### src/rtl/ras_pkg.sv
// Shared types and constants for the room allocation scheduler.
package ras_pkg;

   localparam int MAX_ROOMS = 16;
   localparam int TIME_BITS = 40;

   localparam int ROOM_BITS = (MAX_ROOMS > 1) ? $clog2(MAX_ROOMS) : 1;
   localparam int COUNT_W   = 16;
   localparam int SUM_W     = ((TIME_BITS > 32) ? TIME_BITS : 32) + 1;

   localparam logic [SUM_W-1:0] TIME_MAX = SUM_W'({TIME_BITS{1'b1}});
   localparam logic [4:0] ROOM_COUNT_RESET = 5'd16;

   typedef struct packed {
      logic [31:0] start_time;
      logic [31:0] end_time;
      logic        last_request;
   } req_type;

   typedef struct packed {
      logic [3:0]  assigned_room;
      logic [39:0] actual_start;
      logic [3:0]  top_room;
      logic [15:0] top_count;
      logic        batch_done;
   } rsp_type;

   typedef struct packed {
      logic [TIME_BITS-1:0] busy_until;
      logic [COUNT_W-1:0]   booking_count;
   } entry_type;

   function automatic logic [3:0] room_out(input logic [ROOM_BITS-1:0] idx);
      logic [ROOM_BITS+3:0] wide;
      wide = (ROOM_BITS + 4)'(idx);
      return wide[3:0];
   endfunction

   function automatic logic [39:0] time_out(input logic [TIME_BITS-1:0] t);
      logic [TIME_BITS+39:0] wide;
      wide = (TIME_BITS + 40)'(t);
      return wide[39:0];
   endfunction

endpackage

### src/rtl/ras_ram.sv
// Generic single-port-write, single-port-read RAM with registered read data.
module ras_ram #(
   parameter int WIDTH = 8,
   parameter int DEPTH = 16
) (
   input  logic                                      clock,
   input  logic                                      wr_en,
   input  logic [((DEPTH > 1) ? $clog2(DEPTH) : 1)-1:0] wr_addr,
   input  logic [WIDTH-1:0]                          wr_data,
   input  logic                                      rd_en,
   input  logic [((DEPTH > 1) ? $clog2(DEPTH) : 1)-1:0] rd_addr,
   output logic [WIDTH-1:0]                          rd_data
);

   logic [WIDTH-1:0] mem_ff [DEPTH];
   logic [WIDTH-1:0] rd_data_ff;

   always_ff @(posedge clock) begin
      if (wr_en) begin
         mem_ff[wr_addr] <= wr_data;
      end
      if (rd_en) begin
         rd_data_ff <= mem_ff[rd_addr];
      end
   end

   assign rd_data = rd_data_ff;

endmodule

### src/rtl/room_allocation_scheduler.sv
// Room allocation scheduler top level: scan of room entries, pick, write-back.
// Steps: scan of one room entry a cycle over N = active room count (1..16),
// resolve, write-back, result; the next request is taken once back in idle.
// A new request is taken while the previous result still waits on rsp.
// Reset (synchronous): all rooms free, counts zero, room count 16; entries are
// invalidated by per-room valid bits, so no clearing pass is needed.
module room_allocation_scheduler (
   input  logic            clock,
   input  logic            reset,
   input  logic            req_valid,
   output logic            req_ready,
   input  ras_pkg::req_type req_data,
   output logic            rsp_valid,
   input  logic            rsp_ready,
   output ras_pkg::rsp_type rsp_data,
   input  logic            csr_wr_en,
   input  logic [4:0]      csr_wr_data
);
   import ras_pkg::*;

   localparam int NB_W = (ROOM_BITS + 1 > 5) ? ROOM_BITS + 1 : 5;

   typedef enum logic [2:0] {
      S_IDLE,
      S_SCAN,
      S_RESOLVE,
      S_WRITE,
      S_DONE
   } state_type;

   state_type state_ff, state_in;

   logic [4:0]           room_count_ff, room_count_in;
   logic [MAX_ROOMS-1:0] valid_ff, valid_in;
   logic                 rsp_valid_ff, rsp_valid_in;
   rsp_type              rsp_data_ff, rsp_data_in;

   // request word
   logic [31:0]          start_ff, start_in;
   logic [31:0]          dur_ff, dur_in;
   logic                 last_ff, last_in;
   logic [ROOM_BITS-1:0] last_idx_ff, last_idx_in;

   // scan control
   logic [ROOM_BITS-1:0] rd_ptr_ff, rd_ptr_in;
   logic                 issue_done_ff, issue_done_in;
   logic                 rd_vld_ff, rd_vld_in;
   logic [ROOM_BITS-1:0] rd_idx_ff, rd_idx_in;

   // scan accumulators
   logic                 found_ff, found_in;
   logic [ROOM_BITS-1:0] fidx_ff, fidx_in;
   logic [COUNT_W-1:0]   fcnt_ff, fcnt_in;
   logic [TIME_BITS-1:0] minb_ff, minb_in;
   logic [ROOM_BITS-1:0] midx_ff, midx_in;
   logic [COUNT_W-1:0]   mcnt_ff, mcnt_in;
   logic [COUNT_W-1:0]   maxc_ff, maxc_in;
   logic [ROOM_BITS-1:0] maxi_ff, maxi_in;

   // resolved booking
   logic [ROOM_BITS-1:0] room_ff, room_in;
   logic [TIME_BITS-1:0] begin_ff, begin_in;
   logic [COUNT_W-1:0]   cnt_new_ff, cnt_new_in;
   logic [ROOM_BITS-1:0] top_ff, top_in;
   logic [COUNT_W-1:0]   topc_ff, topc_in;

   // RAM port
   logic                 ram_wr_en;
   entry_type            ram_wr_entry;
   logic                 ram_rd_en;
   logic [$bits(entry_type)-1:0] ram_rd_raw;
   entry_type            rd_entry;

   // combinational helpers
   logic [NB_W-1:0]      n_ext;
   logic [NB_W-1:0]      n_m1;
   logic [SUM_W-1:0]     s_ext;
   logic [SUM_W-1:0]     s_masked;
   logic [SUM_W-1:0]     fin_wide;
   logic [TIME_BITS-1:0] fin;
   logic [ROOM_BITS-1:0] r_sel;
   logic [COUNT_W-1:0]   c_old;
   logic [COUNT_W-1:0]   c_new;
   logic                 rsp_load;

   ras_ram #(
      .WIDTH ($bits(entry_type)),
      .DEPTH (MAX_ROOMS)
   ) u_room_ram (
      .clock   (clock),
      .wr_en   (ram_wr_en),
      .wr_addr (room_ff),
      .wr_data (ram_wr_entry),
      .rd_en   (ram_rd_en),
      .rd_addr (rd_ptr_ff),
      .rd_data (ram_rd_raw)
   );

   // entries never written since the last clear read as free with no bookings
   always_comb begin
      rd_entry = entry_type'(ram_rd_raw);
      if (!valid_ff[rd_idx_ff]) begin
         rd_entry = '0;
      end
   end

   always_comb begin
      n_ext = NB_W'(room_count_ff);
      if (n_ext == '0) begin
         n_ext = NB_W'(1);
      end else if (n_ext > NB_W'(MAX_ROOMS)) begin
         n_ext = NB_W'(MAX_ROOMS);
      end
      n_m1 = n_ext - NB_W'(1);
   end

   always_comb begin
      s_ext    = SUM_W'(start_ff);
      s_masked = s_ext & TIME_MAX;
      fin_wide = SUM_W'(begin_ff) + SUM_W'(dur_ff);
      fin      = (fin_wide > TIME_MAX) ? TIME_MAX[TIME_BITS-1:0] : fin_wide[TIME_BITS-1:0];
      r_sel    = found_ff ? fidx_ff : midx_ff;
      c_old    = found_ff ? fcnt_ff : mcnt_ff;
      c_new    = (c_old == '1) ? c_old : c_old + COUNT_W'(1);
   end

   assign ram_rd_en    = (state_ff == S_SCAN) && !issue_done_ff;
   assign ram_wr_en    = (state_ff == S_WRITE);
   assign ram_wr_entry = '{busy_until: fin, booking_count: cnt_new_ff};
   assign rsp_load     = (state_ff == S_DONE) && (!rsp_valid_ff || rsp_ready);

   assign req_ready = (state_ff == S_IDLE);
   assign rsp_valid = rsp_valid_ff;
   assign rsp_data  = rsp_data_ff;

   always_comb begin
      state_in      = state_ff;
      room_count_in = csr_wr_en ? csr_wr_data : room_count_ff;
      valid_in      = valid_ff;
      rsp_valid_in  = rsp_valid_ff && !rsp_ready;
      rsp_data_in   = rsp_data_ff;
      start_in      = start_ff;
      dur_in        = dur_ff;
      last_in       = last_ff;
      last_idx_in   = last_idx_ff;
      rd_ptr_in     = rd_ptr_ff;
      issue_done_in = issue_done_ff;
      rd_vld_in     = ram_rd_en;
      rd_idx_in     = rd_ptr_ff;
      found_in      = found_ff;
      fidx_in       = fidx_ff;
      fcnt_in       = fcnt_ff;
      minb_in       = minb_ff;
      midx_in       = midx_ff;
      mcnt_in       = mcnt_ff;
      maxc_in       = maxc_ff;
      maxi_in       = maxi_ff;
      room_in       = room_ff;
      begin_in      = begin_ff;
      cnt_new_in    = cnt_new_ff;
      top_in        = top_ff;
      topc_in       = topc_ff;

      unique case (state_ff)
         S_IDLE: begin
            if (req_valid) begin
               start_in      = req_data.start_time;
               dur_in        = (req_data.end_time > req_data.start_time) ?
                               req_data.end_time - req_data.start_time : '0;
               last_in       = req_data.last_request;
               last_idx_in   = n_m1[ROOM_BITS-1:0];
               rd_ptr_in     = '0;
               issue_done_in = 1'b0;
               found_in      = 1'b0;
               maxc_in       = '0;
               maxi_in       = '0;
               state_in      = S_SCAN;
            end
         end
         S_SCAN: begin
            if (!issue_done_ff) begin
               if (rd_ptr_ff == last_idx_ff) begin
                  issue_done_in = 1'b1;
               end else begin
                  rd_ptr_in = rd_ptr_ff + ROOM_BITS'(1);
               end
            end
            if (rd_vld_ff) begin
               if (!found_ff && (SUM_W'(rd_entry.busy_until) <= s_ext)) begin
                  found_in = 1'b1;
                  fidx_in  = rd_idx_ff;
                  fcnt_in  = rd_entry.booking_count;
               end
               if ((rd_idx_ff == '0) || (rd_entry.busy_until < minb_ff)) begin
                  minb_in = rd_entry.busy_until;
                  midx_in = rd_idx_ff;
                  mcnt_in = rd_entry.booking_count;
               end
               if (rd_entry.booking_count > maxc_ff) begin
                  maxc_in = rd_entry.booking_count;
                  maxi_in = rd_idx_ff;
               end
               if (rd_idx_ff == last_idx_ff) begin
                  state_in = S_RESOLVE;
               end
            end
         end
         S_RESOLVE: begin
            room_in    = r_sel;
            begin_in   = found_ff ? s_masked[TIME_BITS-1:0] : minb_ff;
            cnt_new_in = c_new;
            // top after the bump: only the chosen room's count moved
            if (r_sel == maxi_ff) begin
               top_in  = maxi_ff;
               topc_in = c_new;
            end else if (c_new > maxc_ff) begin
               top_in  = r_sel;
               topc_in = c_new;
            end else if (c_new == maxc_ff) begin
               top_in  = (r_sel < maxi_ff) ? r_sel : maxi_ff;
               topc_in = maxc_ff;
            end else begin
               top_in  = maxi_ff;
               topc_in = maxc_ff;
            end
            state_in = S_WRITE;
         end
         S_WRITE: begin
            valid_in[room_ff] = 1'b1;
            if (last_ff) begin
               valid_in = '0;
            end
            state_in = S_DONE;
         end
         S_DONE: begin
            if (rsp_load) begin
               rsp_valid_in              = 1'b1;
               rsp_data_in.assigned_room = room_out(room_ff);
               rsp_data_in.actual_start  = time_out(begin_ff);
               rsp_data_in.top_room      = room_out(top_ff);
               rsp_data_in.top_count     = topc_ff;
               rsp_data_in.batch_done    = last_ff;
               state_in                  = S_IDLE;
            end
         end
         default: begin
            state_in = S_IDLE;
         end
      endcase
   end

   always_ff @(posedge clock) begin
      if (reset) begin
         state_ff      <= S_IDLE;
         room_count_ff <= ROOM_COUNT_RESET;
         valid_ff      <= '0;
         rsp_valid_ff  <= 1'b0;
         rd_vld_ff     <= 1'b0;
         issue_done_ff <= 1'b1;
      end else begin
         state_ff      <= state_in;
         room_count_ff <= room_count_in;
         valid_ff      <= valid_in;
         rsp_valid_ff  <= rsp_valid_in;
         rd_vld_ff     <= rd_vld_in;
         issue_done_ff <= issue_done_in;
      end
      rsp_data_ff <= rsp_data_in;
      start_ff    <= start_in;
      dur_ff      <= dur_in;
      last_ff     <= last_in;
      last_idx_ff <= last_idx_in;
      rd_ptr_ff   <= rd_ptr_in;
      rd_idx_ff   <= rd_idx_in;
      found_ff    <= found_in;
      fidx_ff     <= fidx_in;
      fcnt_ff     <= fcnt_in;
      minb_ff     <= minb_in;
      midx_ff     <= midx_in;
      mcnt_ff     <= mcnt_in;
      maxc_ff     <= maxc_in;
      maxi_ff     <= maxi_in;
      room_ff     <= room_in;
      begin_ff    <= begin_in;
      cnt_new_ff  <= cnt_new_in;
      top_ff      <= top_in;
      topc_ff     <= topc_in;
   end

endmodule

### config.mk
export PLATFORM = sky130hd
export DESIGN_NAME = room_allocation_scheduler
export DESIGN_NICKNAME = d
export VERILOG_FILES = /design/src/rtl/ras_pkg.sv /design/src/rtl/ras_ram.sv /design/src/rtl/room_allocation_scheduler.sv
export SDC_FILE = /design/constraint.sdc
export NUM_CORES = 2
export LEC_CHECK = 0
export BUFFER_PORTS_ARGS = -buffer_cell sky130_fd_sc_hd__buf_2
export CAP_MARGIN = 30
export CORE_MARGIN = 2
export CORE_UTILIZATION = 60
export CTS_BUF_LIST = sky130_fd_sc_hd__clkbuf_8
export DETAILED_ROUTE_END_ITERATION = 6
export GPL_TIMING_DRIVEN = 0
export PLACE_DENSITY = 0.77
export SETUP_SLACK_MARGIN = 0.15
export SLEW_MARGIN = 30
export SYNTH_ARGS = -nofsm -noshare
export SYNTH_HDL_FRONTEND = slang
export SYNTH_HIERARCHICAL = 1
export SYNTH_SLANG_ARGS = --single-unit
export TNS_END_PERCENT = 5
### constraint.sdc
create_clock -name clock -period 7.9 [get_ports clock]
set_input_delay 1.185 -clock clock [delete_from_list [all_inputs] [get_ports clock]]
set_output_delay 1.185 -clock clock [all_outputs]
set_load 0.05 [all_outputs]
* Word level (Yosys, flattened, before mapping)
Memories as Yosys holds them, arrays and structs flattened. A register that Yosys moved wholly into a read port is not among the register bits.
Index checks and enable logic that the tools add are counted.
** Word-level totals
- Flip-flop bits (word level) :: 350
- Bits in writable memories :: 896
- Output and inout port bits :: 67
- Logic and storage cells :: 136
- Memories :: 1
** Cells by class
- Add/subtract/negate cells :: 5
- Order comparisons :: 11
- Equal/unequal tests :: 17
- Multiplexer cells :: 46
- Bitwise operators :: 1
- Reductions and logical operators :: 24
** Memory list
- u_room_ram.mem_ff :: depth 16, width 56, rd ports 1, clocked after Yosys merged registers in 1, write ports 1, RTL line ras_ram.sv:15 : logic [WIDTH-1:0] mem_ff [DEPTH];
** Operators with widths (count)
- 16-bit two-way mux :: 8
- 56-bit two-way mux :: 1
- 4-bit two-way mux :: 12
- 40-bit by 32-bit adder with 41-bit output :: 1
- 41-bit by 40-bit > comparator with 1-bit output, second input constant :: 1
- 40-bit by 32-bit less-or-equal comparator with 1-bit output :: 1
- 40-bit less-than comparator :: 1
- 40-bit two-way mux :: 1
- 16-bit > comparator :: 2
- 32-bit > comparator :: 1
- 32-bit two-way mux :: 1
- 16-bit case mux with 2 select lines :: 1
- 32-bit subtractor :: 1
- 16-bit by 1-bit adder with 16-bit output, second input constant :: 1
- 16-bit == test :: 1
- 16-bit == test, second input constant :: 1
- 16-bit OR :: 1
- 4-bit case mux with 2 select lines :: 2
- 4-bit AND reduction :: 4
- 3-bit case mux with 5 select lines :: 1
- 4-bit == test :: 3
- 3-bit two-way mux :: 4
- 1-bit two-way mux :: 11
- 4-bit by 5-bit less-than comparator with 1-bit output, second input constant :: 2
- other kinds (22) :: 41

* Depth between registers and ports, before layout
- Depth in word-level cells :: 8
- Mapped depth :: 21
- Depth with buffers taken out :: 18

* Hierarchy
Netlist, hierarchy kept.
** By module, submodules not included
- ras_ram :: instances 1, cells an instance 1445, area each 35238.8 um2, sequential area each 28587.4 um2
- room_allocation_scheduler :: instances 1, cells an instance 1746, area each 19436.1 um2, sequential area each 10199.8 um2

* Least setup slack after synthesis
Ideal clock, no wire load.
- Path kind :: flip-flop to flip-flop
- From :: register rd_idx_ff[0]
- To :: register mcnt_ff[0], enable pin
- Library setup time :: 0.485 ns
- Arrival time :: 5.858 ns
- Data required time :: 7.415 ns
- Path slack :: 1.556 ns
- Cell stages (with the launch flop) :: 14
- Cells stage by stage :: dfxtp_1 -> buf_2 -> mux4_2 -> mux4_2 -> clkbuf_1 -> and2_1 -> ha_1 -> a21oi_1 -> nor2_1 -> a2111oi_0 -> a221oi_1 -> o221ai_1 -> nand4_1 -> o21ai_1
** RTL lines
- start, declared :: RTL line room_allocation_scheduler.sv:48 : logic [ROOM_BITS-1:0] rd_idx_ff, rd_idx_in;
- start signal, assigned :: RTL line room_allocation_scheduler.sv:274 : rd_idx_ff <= rd_idx_in;
- end signal, assigned :: RTL line room_allocation_scheduler.sv:280 : mcnt_ff <= mcnt_in;
- end, declared :: RTL line room_allocation_scheduler.sv:56 : logic [COUNT_W-1:0] mcnt_ff, mcnt_in;

* Worst setup path after layout
- From :: register found_ff
- To :: register topc_ff[13] (data pin)
** Between the ends
- Word-level cells in the longest chain between the ends :: 6
- Elaborated cells between the ends (all ways) :: 9
** RTL lines
- start, declared :: RTL line room_allocation_scheduler.sv:51 : logic found_ff, found_in;
- start signal, assigned :: RTL line room_allocation_scheduler.sv:275 : found_ff <= found_in;
- 16-bit two-way mux * :: RTL line room_allocation_scheduler.sv:123 : c_old = found_ff ? fcnt_ff : mcnt_ff;
- 16-bit by 1-bit adder with 16-bit output / 16-bit == test (equally long branches) :: RTL line room_allocation_scheduler.sv:124 : c_new = (c_old == '1) ? c_old : c_old + COUNT_W'(1);
- 16-bit two-way mux * :: RTL line room_allocation_scheduler.sv:124
- via c_new[9] :: RTL line room_allocation_scheduler.sv:83 : logic [COUNT_W-1:0] c_new;
- 16-bit > comparator * :: RTL line room_allocation_scheduler.sv:216 : end else if (c_new > maxc_ff) begin
- 16-bit two-way mux * :: RTL line room_allocation_scheduler.sv:216
- 16-bit two-way mux * :: RTL line room_allocation_scheduler.sv:213 : if (r_sel == maxi_ff) begin
- end signal, assigned :: RTL line room_allocation_scheduler.sv:287 : topc_ff <= topc_in;
- end, declared :: RTL line room_allocation_scheduler.sv:65 : logic [COUNT_W-1:0] topc_ff, topc_in;
The timed path passes the listed nets; every way through them passes the cells marked *.
A chain may end at the register's enable or synchronous reset.

==> key figures <==
Synthesis
  – Cell area after synthesis: approximately 55000 um^2
  – Distinct cells, synth: 83
  – Warnings, synthesis: 6
  – Post-synthesis register bit count: about 1300
  – Combinational family with the most area after synthesis: multiplexers
  – Primary FF master, synth: edfxtp_1
  – Number of flops mapped to enable cells by yosys: approximately 1300
  – Sequential element share of the synthesized area: 70.9%
  – Post-synthesis mux area share: 10.4%
  – Syn avg cell area: about 17 um^2
  – Post-synth ARST share: 0%
  – Post-Synth XOR/XNOR Area: 1.22%
  – Cells after Synth: 3191
  – Synth Net Count: 3442
  – Post-Synth Adder-Cell Area: 4.06%
  – Compound-Gate Fraction of Synth Area: approximately 5.9%
  – Simple-Gate Fraction of Synth Area: about 5.3%

Timing
  – Final setup violation count: 0
  – Fmax: about 140 MHz
  – Tightest Pin Transition: 1110 ps
  – Final period utilization: between 80% and 90%
  – Setup skew after layout: ~64 ps
  – Hold Vio Cnt, Final: 0
  – RSZ-0062 raised after global routing: false
  – Final Critical Period: roughly 6900 ps
  – Hold_ws: about 420 ps
  – Max_slew headroom: 25.7%
  – Max-slew violations: 0

Placed design
  – HPWL Detailed: 97800 um
  – Port Buffers: 140
  – RD Place Congestion: between 0.9 and 1

Route
  – DR pass1 iterations: 6
  – Met3 wire len: ~15000 um
  – Total Wirelength: between 100000 and 150000 um
  – WL met1: approximately 54000 um
  – Antenna-violating nets left: 0
  – Vias: approximately 32000
  – Uppermost routed layer: met4
  – Wire per inst: 27.9 um
  – Total length of routed met2 wires: between 60000 and 70000 um
  – Vias/cell: about 6.4
  – DR iter-0 viols: 4378
  – Number of remaining DRC errors: 0

Final layout
  – Most common cell after layout, fill and taps aside: edfxtp_1
  – Area Overhead vs Synth: 14.1%
  – Nets: a little under 4000
  – Commonest non-fill, non-tap cells in the layout: edfxtp_1, mux4_2, inv_1, clkbuf_8, nand2_1
  – Layout cell share with drive strength beyond 1: a little over a fifth
  – Fillers: 5488
  – Flip-flop and latch area: just under 40000 um^2
  – Multi-input combinational cell area: 14800 um^2

Worst setup path
  – Crit Path Max Fanout: 10
  – Crit Path Category: reg2reg
  – WP data required: approximately 8500 ps
  – Critical Path Sink Type: flop
  – CP arrival: 7470 ps
  – CP Launch Type: flop

Floorplan
  – Core Footprint: around 90000 um^2
  – Die H: just over 300 um
  – Die Footprint: slightly above 90000 um^2
  – Horiz. Die Dim: 306 um
  – Row count: 110
  – Initial Util: about three fifths
  – Io pins: around 140

Power and ir drop
  – Sequential share of power: a little over half
  – Max VDD drop: between 0.1 and 0.15 mV
  – Sw power: approximately 0.0042 W
  – Switch share: between 20 and 30%
  – PD cells: about 250 nW/um^2
  – Leak: approximately 22 nW
  – Design Power: 0.0155 W
  – Comb pwr share: 15.0%
  – Int Power: around 0.011 W
  – Clk pwr share: 32.6%

CTS
  – Clock transition at path regs: about 60 ps
  – CTS tree: built
  – Clock root cell: clkbuf_8
  – CTS HTree Levels: 4
  – Setup bufs post-CTS: 0
  – Clock latency on the worst-skew pair: 890 ps
  – Post_cts resized: 0
  – Hold-fix buffers at CTS: 0
  – CTS Sinks: ~1300
  – Clk buf depth: 3
  – CTS buffer count: just under 200

Hold path
  – Hold Path Class: reg2reg

Global route
  – Largest net degree at the start of global routing: 47
  – Total GRT Usage: 29.9%
  – First-pass GRT wire length: 204000 um
  – Vias in the first global route: 32000
  – Antenna violations before repair: 6
  – Total gr overflow: 0

Status
  – Status: completed

Run
  – Max cap viols: 0
[synthesized netlist by cell type, types with 4 or more instances]
| cell type | instances | area (um^2) |
|---|---|---|
| buf_6 | 16 | 180 |
| nor2b_1 | 30 | 188 |
| or2_2 | 6 | 37.5 |
| a2111oi_0 | 6 | 52.6 |
| mux2_2 | 31 | 349 |
| nand2b_1 | 19 | 119 |
| nor3_1 | 24 | 120 |
| nand3_1 | 24 | 120 |
| inv_1 | 157 | 589 |
| nor2_1 | 135 | 507 |
| mux4_2 | 230 | 5180 |
| nand3b_1 | 5 | 37.5 |
| or3_1 | 4 | 25.0 |
| o21ai_0 | 89 | 445 |
| o211ai_1 | 12 | 90.1 |
| and3_1 | 32 | 200 |
| o21ai_1 | 4 | 20.0 |
| buf_2 | 18 | 90.1 |
| clkbuf_1 | 78 | 293 |
| dfxtp_1 | 31 | 621 |
| edfxtp_1 | 1271 | 38200 |
| a21o_1 | 47 | 353 |
| buf_4 | 9 | 67.6 |
| mux2i_1 | 13 | 130 |
| ha_1 | 174 | 2180 |
| nand2_1 | 192 | 721 |
| xor2_1 | 37 | 324 |
| nand4_1 | 34 | 213 |
| a22oi_1 | 113 | 848 |
| o31ai_1 | 4 | 30.0 |
| nor4_1 | 6 | 37.5 |
| o21bai_1 | 11 | 82.6 |
| a31oi_1 | 18 | 113 |
| o21a_1 | 17 | 128 |
| a211oi_1 | 13 | 97.6 |
| a21oi_1 | 114 | 571 |
| and2_1 | 63 | 394 |
| xnor2_1 | 39 | 342 |
[cells by family after synthesis]
group,Yosys count
AO/OA/AOI/OAI,491
XOR/XNOR,76
adder cells (fa/ha/maj),176
buffers and inverters,280
flip-flops,1302
multiplexers,274
AND/OR/NAND/NOR,592
[sequential cells by signal, indices dropped and copies added (netlist names), 32 cells and up]
| register | count |
|---|---|
| u_room_ram/rd_data | 56 |
| minb_ff | 40 |
| dur_ff | 32 |
| begin_ff | 40 |
| u_room_ram/mem_ff | 896 |
| start_ff | 32 |
| rsp_data | 65 |
[worst max-delay path, stage by stage (launching register included)]
cell and delay (ps):
edfxtp_1 500, buf_6 210, buf_2 340, buf_1 710
a21oi_1 140, inv_1 130, ha_1 190, nand2_1 160
nor3_4 390, nor2_4 120, a22oi_1 680, ha_1 380
a21o_1 180, a21o_1 170, a21oi_1 150, nor2_1 60
a211oi_1 370, o31ai_1 180, a21oi_1 730, buf_2 400
mux2_2 380
[path summary, 6_finish.rpt]
kind	start	end	slack [ps]	cells after the start
max	found_ff	topc_ff[13]	1000	20
min	topc_ff[5]	rsp_data[6]	420	0
max reg2reg	found_ff	topc_ff[13]	1000	20
min reg2reg	topc_ff[5]	rsp_data[6]	420	0
[routing by layer]
metal  global-route usage [%]  vias to the layer above
li1                         -                    13500
met1                     42.2                    16100
met2                     47.2                     2012
met3                     6.39                      288
met4                     10.0                        0
met5                        0                        -
[through the flow]
step	cell area, um^2	setup WS, ps	setup TNS (ps)	utilization, %	cells
final	62400	1000	0	69.2	4964
after global routing	62400	624	0	69.2	4962
after CTS	62400	1150	0	69.2	4961
after detailed placement	58800	1230	0	65.2	4602
after global placement	56800	-2130	-469680	63.1	4507
after floorplan	54700	1560	0	-	3191
[final cells by class]
| type | instances | area share, % |
|---|---|---|
| plain buffers | 123 | 1.03 |
| diodes | 3 | 0.0120 |
| well taps | 1176 | 2.36 |
| repair buffers | 235 | 3.97 |
| inverters | 157 | 0.949 |
| clock buffers | 198 | 4.37 |
| clock inverters | 161 | 1.35 |
| flip-flops and latches | 1302 | 62.2 |
| multi-input cells | 1609 | 23.8 |
[power groups by stage]
stage	Clock, W	Combinational [W]	Sequential, W
final	0.00506	0.00233	0.00813
after global routing	0.00543	0.00250	0.00814
after global placement	0	0.00216	0.00827
after detailed placement	0	0.00228	0.00826
after floorplan	0	0.00151	0.00821
after CTS	0.00513	0.00230	0.00812
(Power assumes the default switching activity.)
